`config.mk`:
```
export PLATFORM = sky130hd
export DESIGN_NAME = tag_frame_receiver_flat
export DESIGN_NICKNAME = d
export VERILOG_FILES = /design/src/rtl/tfr_pkg.sv /design/src/rtl/tfr_if.sv /design/src/rtl/tag_frame_receiver.sv /design/src/rtl/tfr_cell.sv /design/src/flat_wrapper.sv
export SDC_FILE = /design/constraint.sdc
export NUM_CORES = 1
export LEC_CHECK = 0
export BUFFER_PORTS_ARGS = -buffer_cell sky130_fd_sc_hd__buf_2
export CORE_MARGIN = 4
export CORE_UTILIZATION = 55
export CTS_BUF_LIST = sky130_fd_sc_hd__clkbuf_4 sky130_fd_sc_hd__clkbuf_8
export DETAILED_ROUTE_END_ITERATION = 8
export GPL_TIMING_DRIVEN = 0
export PLACE_DENSITY = 0.73
export SYNTH_ARGS = -nofsm -noshare
export SYNTH_HDL_FRONTEND = slang
export SYNTH_HIERARCHICAL = 1
export SYNTH_SLANG_ARGS = --single-unit
```
`constraint.sdc`:
```
create_clock -name clock -period 5.25 [get_ports clock]
set_input_delay 0.525 -clock clock [delete_from_list [all_inputs] [get_ports clock]]
set_output_delay 0.525 -clock clock [all_outputs]
set_load 0.1 [all_outputs]
```
`src/rtl/tfr_pkg.sv`:
```
// Package: types and constants shared by the tag frame receiver files.
`default_nettype none

package tfr_pkg;

   typedef logic [7:0] byte_type;
   typedef logic [3:0] index_type;
   typedef logic [4:0] count_type;

   // frame delimiters
   localparam byte_type OPEN_BYTE  = 8'h00;
   localparam byte_type CLOSE_BYTE = 8'hFF;

   // a store that takes the fill count above this abandons the frame
   localparam logic [5:0] FILL_LIMIT = 6'd25;

   // fill counts (stored bytes, closing byte excluded) of the known layouts
   localparam count_type FILL_LEN_14 = 5'd13;
   localparam count_type FILL_LEN_17 = 5'd16;
   localparam count_type FILL_LEN_20 = 5'd19;

   // chain taps: newest byte sits in cell 0
   localparam int TAP_SHORT = 9;
   localparam int TAP_LONG  = 12;
   localparam int CHAIN_LEN = TAP_LONG + 1;

   // ID bytes a 14-byte frame carries
   localparam index_type SHORT_ID_BYTES = 4'd8;

   // last ID byte index for each id_length_sel setting
   localparam index_type LAST_IDX_8  = 4'd7;
   localparam index_type LAST_IDX_12 = 4'd11;

   // emission layout codes
   typedef logic [1:0] mode_type;
   localparam mode_type MODE_ZERO  = 2'd0;
   localparam mode_type MODE_SHORT = 2'd1;
   localparam mode_type MODE_LONG  = 2'd2;

endpackage

`default_nettype wire

```
`src/rtl/tfr_if.sv`:
```
// Interfaces: request and response channels of the tag frame receiver.
`default_nettype none

interface tfr_req_if;
   import tfr_pkg::*;

   logic     valid;
   logic     ready;
   byte_type rx_byte;

   modport source (output valid, output rx_byte, input ready);
   modport sink   (input valid, input rx_byte, output ready);
endinterface

interface tfr_rsp_if;
   import tfr_pkg::*;

   logic      valid;
   logic      ready;
   byte_type  id_byte;
   index_type byte_index;
   logic      status;
   logic      last;

   modport source (output valid, output id_byte, output byte_index, output status,
                   output last, input ready);
   modport sink   (input valid, input id_byte, input byte_index, input status,
                   input last, output ready);
endinterface

`default_nettype wire

```
`src/rtl/tag_frame_receiver.sv`:
```
// Top level: tag frame receiver built on a chain of byte cells.
//
// Takes one serial byte per request. A 0x00 byte while idle opens a frame,
// every byte other than 0xFF is stored, and 0xFF closes it; a frame that
// stores more than 25 bytes is dropped. At the close the frame is good
// when all stored bytes sum to zero modulo 256 (the last stored byte is
// the two's complement of the others) and at least two bytes were stored;
// otherwise, and for a 0xFF while idle, one error response (status 1,
// last 1) is sent. A good frame sends 8 or 12 ID byte responses, chosen
// by id_length_sel (reset 1 = 12). While the ID bytes are sent no request
// is taken. A request is taken only while the response register is free
// or being emptied, so the response side's stalls set the rate. Stored
// bytes move through a 13-cell shift chain, newest in cell 0; during the
// ID burst the chain keeps shifting so that successive ID bytes reach one
// fixed read tap.
`default_nettype none

module tag_frame_receiver (
   input  wire logic  clock,
   input  wire logic  reset,
   tfr_req_if.sink    req_if,
   tfr_rsp_if.source  rsp_if,
   input  wire logic  csr_wr_en,
   input  wire logic  csr_wr_data
);
   import tfr_pkg::*;

   localparam logic ST_COLLECT = 1'b0;
   localparam logic ST_EMIT    = 1'b1;

   // control state
   logic      state_ff, state_in;
   count_type fill_count_ff, fill_count_in;
   byte_type  running_sum_ff, running_sum_in;
   mode_type  mode_ff, mode_in;
   index_type idx_ff, idx_in;
   logic      id_length_sel_ff, id_length_sel_in;
   logic      rsp_valid_ff, rsp_valid_in;

   // response payload
   byte_type  rsp_id_byte_ff, rsp_id_byte_in;
   index_type rsp_byte_index_ff, rsp_byte_index_in;
   logic      rsp_status_ff, rsp_status_in;
   logic      rsp_last_ff, rsp_last_in;

   // chain
   byte_type  cell_q [CHAIN_LEN];
   logic      shift_en;
   byte_type  shift_byte;

   logic       out_free;
   logic       accept;
   logic       is_close;
   logic       store;
   logic       close;
   logic       frame_bad;
   logic [5:0] fill_inc;
   logic       emit_step;
   logic       last_item;
   byte_type   emit_byte;

   assign out_free     = !rsp_valid_ff || rsp_if.ready;
   assign req_if.ready = (state_ff == ST_COLLECT) && out_free;
   assign accept       = req_if.valid && req_if.ready;
   assign is_close     = (req_if.rx_byte == CLOSE_BYTE);

   // bytes other than the opener and 0xFF are ignored while no frame is open
   assign store = accept && !is_close &&
                  ((fill_count_ff != '0) || (req_if.rx_byte == OPEN_BYTE));
   assign close = accept && is_close;

   // sum of all stored bytes zero <=> last byte is minus the sum of the rest
   assign frame_bad = (fill_count_ff < 5'd2) || (running_sum_ff != '0);
   assign fill_inc  = {1'b0, fill_count_ff} + 6'd1;

   assign emit_step = (state_ff == ST_EMIT) && out_free;
   assign last_item = (idx_ff == (id_length_sel_ff ? LAST_IDX_12 : LAST_IDX_8));

   // chain moves on every stored byte and every ID byte sent; zeros fill in
   assign shift_en   = store || emit_step;
   assign shift_byte = store ? req_if.rx_byte : '0;

   for (genvar i = 0; i < CHAIN_LEN; i++) begin : g_chain
      if (i == 0) begin : g_head
         tfr_cell u_cell (
            .clock    (clock),
            .shift_en (shift_en),
            .byte_in  (shift_byte),
            .byte_out (cell_q[i])
         );
      end else begin : g_body
         tfr_cell u_cell (
            .clock    (clock),
            .shift_en (shift_en),
            .byte_in  (cell_q[i-1]),
            .byte_out (cell_q[i])
         );
      end
   end

   // after k shifts the tap holds the byte for ID index k
   always_comb begin
      case (mode_ff)
         MODE_SHORT: emit_byte = (idx_ff < SHORT_ID_BYTES) ? cell_q[TAP_SHORT] : '0;
         MODE_LONG:  emit_byte = cell_q[TAP_LONG];
         default:    emit_byte = '0;
      endcase
   end

   always_comb begin
      state_in          = state_ff;
      fill_count_in     = fill_count_ff;
      running_sum_in    = running_sum_ff;
      mode_in           = mode_ff;
      idx_in            = idx_ff;
      id_length_sel_in  = id_length_sel_ff;
      rsp_valid_in      = rsp_valid_ff;
      rsp_id_byte_in    = rsp_id_byte_ff;
      rsp_byte_index_in = rsp_byte_index_ff;
      rsp_status_in     = rsp_status_ff;
      rsp_last_in       = rsp_last_ff;

      if (csr_wr_en) begin
         id_length_sel_in = csr_wr_data;
      end

      if (rsp_if.ready) begin
         rsp_valid_in = 1'b0;
      end

      if (store) begin
         if (fill_inc > FILL_LIMIT) begin
            // overflow: drop the frame
            fill_count_in  = '0;
            running_sum_in = '0;
         end else begin
            fill_count_in  = fill_inc[4:0];
            running_sum_in = running_sum_ff + req_if.rx_byte;
         end
      end

      if (close) begin
         fill_count_in  = '0;
         running_sum_in = '0;
         if (frame_bad) begin
            rsp_valid_in      = 1'b1;
            rsp_id_byte_in    = '0;
            rsp_byte_index_in = '0;
            rsp_status_in     = 1'b1;
            rsp_last_in       = 1'b1;
         end else begin
            state_in = ST_EMIT;
            idx_in   = '0;
            if (fill_count_ff == FILL_LEN_14) begin
               mode_in = MODE_SHORT;
            end else if ((fill_count_ff == FILL_LEN_17) ||
                         (fill_count_ff == FILL_LEN_20)) begin
               mode_in = MODE_LONG;
            end else begin
               mode_in = MODE_ZERO;
            end
         end
      end

      if (emit_step) begin
         rsp_valid_in      = 1'b1;
         rsp_id_byte_in    = emit_byte;
         rsp_byte_index_in = idx_ff;
         rsp_status_in     = 1'b0;
         rsp_last_in       = last_item;
         if (last_item) begin
            state_in = ST_COLLECT;
            idx_in   = '0;
         end else begin
            idx_in = idx_ff + 4'd1;
         end
      end
   end

   always_ff @(posedge clock) begin
      if (reset) begin
         state_ff         <= ST_COLLECT;
         fill_count_ff    <= '0;
         running_sum_ff   <= '0;
         mode_ff          <= MODE_ZERO;
         idx_ff           <= '0;
         id_length_sel_ff <= 1'b1;
         rsp_valid_ff     <= 1'b0;
      end else begin
         state_ff         <= state_in;
         fill_count_ff    <= fill_count_in;
         running_sum_ff   <= running_sum_in;
         mode_ff          <= mode_in;
         idx_ff           <= idx_in;
         id_length_sel_ff <= id_length_sel_in;
         rsp_valid_ff     <= rsp_valid_in;
      end
   end

   always_ff @(posedge clock) begin
      rsp_id_byte_ff    <= rsp_id_byte_in;
      rsp_byte_index_ff <= rsp_byte_index_in;
      rsp_status_ff     <= rsp_status_in;
      rsp_last_ff       <= rsp_last_in;
   end

   assign rsp_if.valid      = rsp_valid_ff;
   assign rsp_if.id_byte    = rsp_id_byte_ff;
   assign rsp_if.byte_index = rsp_byte_index_ff;
   assign rsp_if.status     = rsp_status_ff;
   assign rsp_if.last       = rsp_last_ff;

endmodule

`default_nettype wire

```
`src/rtl/tfr_cell.sv`:
```
// One cell of the frame byte chain: a byte register loaded from its neighbour.
`default_nettype none

module tfr_cell (
   input  wire logic             clock,
   input  wire logic             shift_en,
   input  wire tfr_pkg::byte_type byte_in,
   output tfr_pkg::byte_type     byte_out
);
   import tfr_pkg::*;

   byte_type data_ff;

   always_ff @(posedge clock) begin
      if (shift_en) begin
         data_ff <= byte_in;
      end
   end

   assign byte_out = data_ff;

endmodule

`default_nettype wire
```
`src/flat_wrapper.sv`:
```
// flat-port wrapper written by rule: the top's interface ports become plain ports
module tag_frame_receiver_flat import tfr_pkg::*;
  (clock, reset, csr_wr_en, csr_wr_data, req_if_valid, req_if_rx_byte, req_if_ready, rsp_if_valid, rsp_if_id_byte, rsp_if_byte_index, rsp_if_status, rsp_if_last, rsp_if_ready);
  tfr_req_if req_if_i ();
  tfr_rsp_if rsp_if_i ();
  input  wire logic clock;
  input  wire logic reset;
  input  wire logic csr_wr_en;
  input  wire logic csr_wr_data;
  input wire logic [$bits(req_if_i.valid)-1:0] req_if_valid;
  input wire logic [$bits(req_if_i.rx_byte)-1:0] req_if_rx_byte;
  output wire logic [$bits(req_if_i.ready)-1:0] req_if_ready;
  output wire logic [$bits(rsp_if_i.valid)-1:0] rsp_if_valid;
  output wire logic [$bits(rsp_if_i.id_byte)-1:0] rsp_if_id_byte;
  output wire logic [$bits(rsp_if_i.byte_index)-1:0] rsp_if_byte_index;
  output wire logic [$bits(rsp_if_i.status)-1:0] rsp_if_status;
  output wire logic [$bits(rsp_if_i.last)-1:0] rsp_if_last;
  input wire logic [$bits(rsp_if_i.ready)-1:0] rsp_if_ready;
  assign req_if_i.valid = req_if_valid;
  assign req_if_i.rx_byte = req_if_rx_byte;
  assign req_if_ready = req_if_i.ready;
  assign rsp_if_valid = rsp_if_i.valid;
  assign rsp_if_id_byte = rsp_if_i.id_byte;
  assign rsp_if_byte_index = rsp_if_i.byte_index;
  assign rsp_if_status = rsp_if_i.status;
  assign rsp_if_last = rsp_if_i.last;
  assign rsp_if_i.ready = rsp_if_ready;
  tag_frame_receiver u_core (.clock(clock), .reset(reset), .req_if(req_if_i), .rsp_if(rsp_if_i), .csr_wr_en(csr_wr_en), .csr_wr_data(csr_wr_data));
endmodule
```
==> out/results.md <==
- **die height** 105 um
- **count of different cell masters after synthesis** 48
- **power per unit of standard cell area** 352 mW/mm2
- **post-detailed-route DRC marker count** 0
- **cell family with the largest share of critical-path delay** buffers and inverters
- **number of gates on the worst path with buffers counted** 6
- **total core area** 0.00920 mm2
- **longest individual stage delay on the worst path** 490 ps
- **ANT nets after route** 0
- **half-perimeter wire length after detailed placement** 4920 um
- **Net Sw Power** 382 uW
- **Crit Reg-Reg Endpoint** u_core/g_chain[12].g_body.u_cell/byte_out[7]
- **root buffer selected by CTS** clkbuf_8
- **final-report setup violation count** 0
- **maximum number of pins on one net before global-route repair** 80
- **row cnt** 35
- **transition time at the pin with the least slew margin** 590 ps
- **Worst VDD drop** 0.239 mV
- **combinational fraction of design power** 0.016
- **overall overflow remaining after global route** 0
- **Worst-path clk slew** 70 ps
- **max_slew headroom** 0.606
- **total negative slack for setup checks** 0 ps
- **Critical Path End** u_core/g_chain[12].g_body.u_cell/byte_out[7]
- **highest clock frequency the design can meet** 364 MHz
- **reg-to-reg critical path startpoint** u_core/fill_count_ff[2]
- **post-route total power** 2060 uW
- **warning count from the yosys run** 6
- **Leakage** 0.00201 uW
- **width of the die** 105 um
- **post-route clock skew** 9.53 ps
- **number of top-level design ports** 30
- **slack of the worst reg-to-reg path** 2500 ps
- **Buffers & Inverters on Critical Path** 3
- **category of the worst setup path capture point** flop
- **TritonCTS clock tree** built
- **Sequential Power Share** 0.577
- **Util after Layout** 0.638
- **global-route wire length before repair** 13100 um
- **clock share of power** 0.406
- **net switching fraction of the power** 0.185
- **Cell Int Power** 1680 uW
- **main flop type after synthesis** edfxtp_1
- **number of antenna violations at the first check in global routing** 0
- **Async S/R FF share, synth** 0
- **status** complete, no violations
- **Worst Setup SP** u_core/fill_count_ff[2]
- **fraction of layout instances using a drive strength above 1** 0.168
- **number of global-route vias before repair** 2723
- **pre-CTS setup slack** 2310 ps
- **post-detailed-route wirelength per cell** 15.4 um
- **worst min path class** input port to flop
- **unrepaired setup endpoints after global routing** no
- **count of vias placed by the detailed router** 2782
- **cells along the critical path** clkbuf_1 > nor3_1 > a311o_1 > clkbuf_1 > nand2_4 > buf_16
- **startpoint class of the critical path** flop
- **gate count of the mapped netlist** 333
- **final critical-path share of the clock period** 0.524
- **vias per std cell** 5.52
- **Crit path arrival time** 2880 ps
- **n_diodes** 0
- **EDFF count, synth** 117
- **sequential fraction of the synthesis area** 0.770
- **number of H-tree levels** 4
- **die area** 0.0110 mm2
- **total count of hold-check failures in the final report** 0
- **first-pass iteration count of the detailed router** 4
- **Post-Route Hold Slack** 298 ps
- **most prevalent standard cell on the critical path** clkbuf_1
- **number of storage elements in the synthesis netlist** 140
- **Initial Utilization** 0.561
- **type of the setup path with the least slack** flop to flop
- **post_cts resized** 0
- **R2R depth** 6
- **global-route usage over all layers** 0.155
- **Clock Latency Late Sink** 430 ps
- **minimum period implied by the final worst setup slack** 2750 ps
- **Crit Path Max Fanout** 79
- **Port Buffers** 28
- **Netlist Area Pre-Place** 0.00516 mm2
- **maximum buffer depth of the clock tree** 2
- **required time of the worst setup path** 5380 ps
- **Total Wirelength** 7740 um
- **fill cell count** 655
- **final layout net count** 409
- **number of clock buffers inserted by TritonCTS** 17
- **Area Overhead vs Synth** 13.6%
- **initial DRC count** 204
- **final estimated routing congestion in global placement** 0.867
- **post-CTS repair timing setup buffer count** 0
- **CTS sink cnt** 140
- **number of slew-limit violations in the final report** 0
- **Hold-fix buffers, CTS** 0
- **synthesized netlist net count** 361
- **post-layout worst setup margin** 2500 ps
- **Mean Syn Cell Area** 15.5 um2
- **max-cap violation count** 0
- **master of the slowest instance on the critical path** clkbuf_1
==> synthesized netlist by cell type (all sizes together) (3+ instances only) <==
cell | instances | area [um2]
edfxtp | 117 | 3510
nand2 | 24 | 90.1
dfxtp | 23 | 460
nor2 | 21 | 78.8
a21oi | 20 | 100
ha | 13 | 163
nand3 | 13 | 65.1
inv | 10 | 37.5
a22oi | 8 | 60.1
and2 | 8 | 50.1
clkbuf | 8 | 30.0
or4 | 5 | 42.5
a311oi | 4 | 35.0
and3 | 4 | 25.0
nor3 | 4 | 20.0
o21ai | 4 | 20.0
or3 | 4 | 25.0
a211o | 3 | 26.3
nand4 | 3 | 25.0
nor2b | 3 | 18.8
xnor2 | 3 | 26.3
==> cell type report <==
cell class,instances,area [um2],share of cell area
Inverter,10,37.5,0.00640
Clock inverter,10,124,0.0211
Timing Repair Buffer,29,168,0.0286
Multi-Input combinational cell,173,1120,0.191
Tap cell,111,139,0.0237
Buffer,10,37.5,0.00640
Clock buffer,21,264,0.0450
Sequential cell,140,3970,0.677
==> registers in the layout (all words and copies together) (netlist names) <==
signal,cells
u_core/rsp_if.byte_index,4
u_core/g_chain.g_head.u_cell/byte_out,8
u_core/running_sum_ff,8
u_core/idx_ff,4
u_core/rsp_if.last,1
u_core/g_chain.g_body.u_cell/byte_out,96
u_core/rsp_if.valid,1
u_core/fill_count_ff,5
u_core/id_length_sel_ff,1
u_core/rsp_if.status,1
u_core/mode_ff,2
u_core/rsp_if.id_byte,8
u_core/state_ff,1
==> metrics by stage <==
stage	instances	cell area [um2]
after floorplan	333	5160
after global placement	472	5440
after detailed placement	473	5480
after CTS	504	5870
after global routing	504	5870
final	504	5870
==> how the worst min path moves through the flow <==
| stage | start | end | slack [ps] | depth (start not counted) |
|---|---|---|---|---|
| after floorplan | u_core/g_chain[10].g_body.u_cell/byte_out[0] | u_core/g_chain[11].g_body.u_cell/byte_out[0] | 400 | 0 |
| after global placement | u_core/g_chain[8].g_body.u_cell/byte_out[0] | u_core/g_chain[9].g_body.u_cell/byte_out[0] | 400 | 0 |
| after detailed placement | u_core/g_chain[10].g_body.u_cell/byte_out[3] | u_core/g_chain[11].g_body.u_cell/byte_out[3] | 400 | 0 |
| after CTS | csr_wr_data | u_core/id_length_sel_ff | 270 | 2 |
| after global routing | csr_wr_data | u_core/id_length_sel_ff | 290 | 2 |
| final | csr_wr_data | u_core/id_length_sel_ff | 300 | 2 |
==> power by group through the flow <==
stage	sequential (uW)	clock (uW)	combinational (uW)
after floorplan	1220	0	15.5
after global placement	1220	0	32.3
after detailed placement	1220	0	34.0
after CTS	1190	859	34.0
after global routing	1190	915	37.7
final	1190	838	34.0
==> worst register-to-register path, stage by stage (launching register included) <==
cell and delay (ps):
dfxtp_1 300, clkbuf_1 190, nor3_1 390, a311o_1 320, clkbuf_1 490, nand2_4 370
buf_16 350
==> placed cells by master (no fill, tap or decap), types with 8 or more instances in the layout <==
master,count
clkbuf_8,17
ha_1,13
clkbuf_1,8
nor2_1,21
a21oi_1,20
a22oi_1,8
edfxtp_1,117
and2_1,8
dfxtp_1,23
nand2_1,23
nand3_1,13
buf_2,28
inv_1,10
==> layer usage <==
| metal | share of wire | track usage |
|---|---|---|
| met1 | 0.44 | 0.198 |
| met3 | 0.060 | 0.0649 |
| met4 | 0.018 | 0.0637 |
| met2 | 0.48 | 0.233 |
| met5 | 0 | 0 |
==> cell families after synthesis <==
logic type / after synthesis / synth area share
DFF: 140 / 0.770
and+or+nand+nor: 99 / 0.0993
AOI/OAI and AO/OA: 56 / 0.0744
buffers and inverters: 20 / 0.0145
adders and majority gates: 14 / 0.0354
xor gates and xnor gates: 4 / 0.00679
No activity file was read; power rests on OpenSTA's default activity.
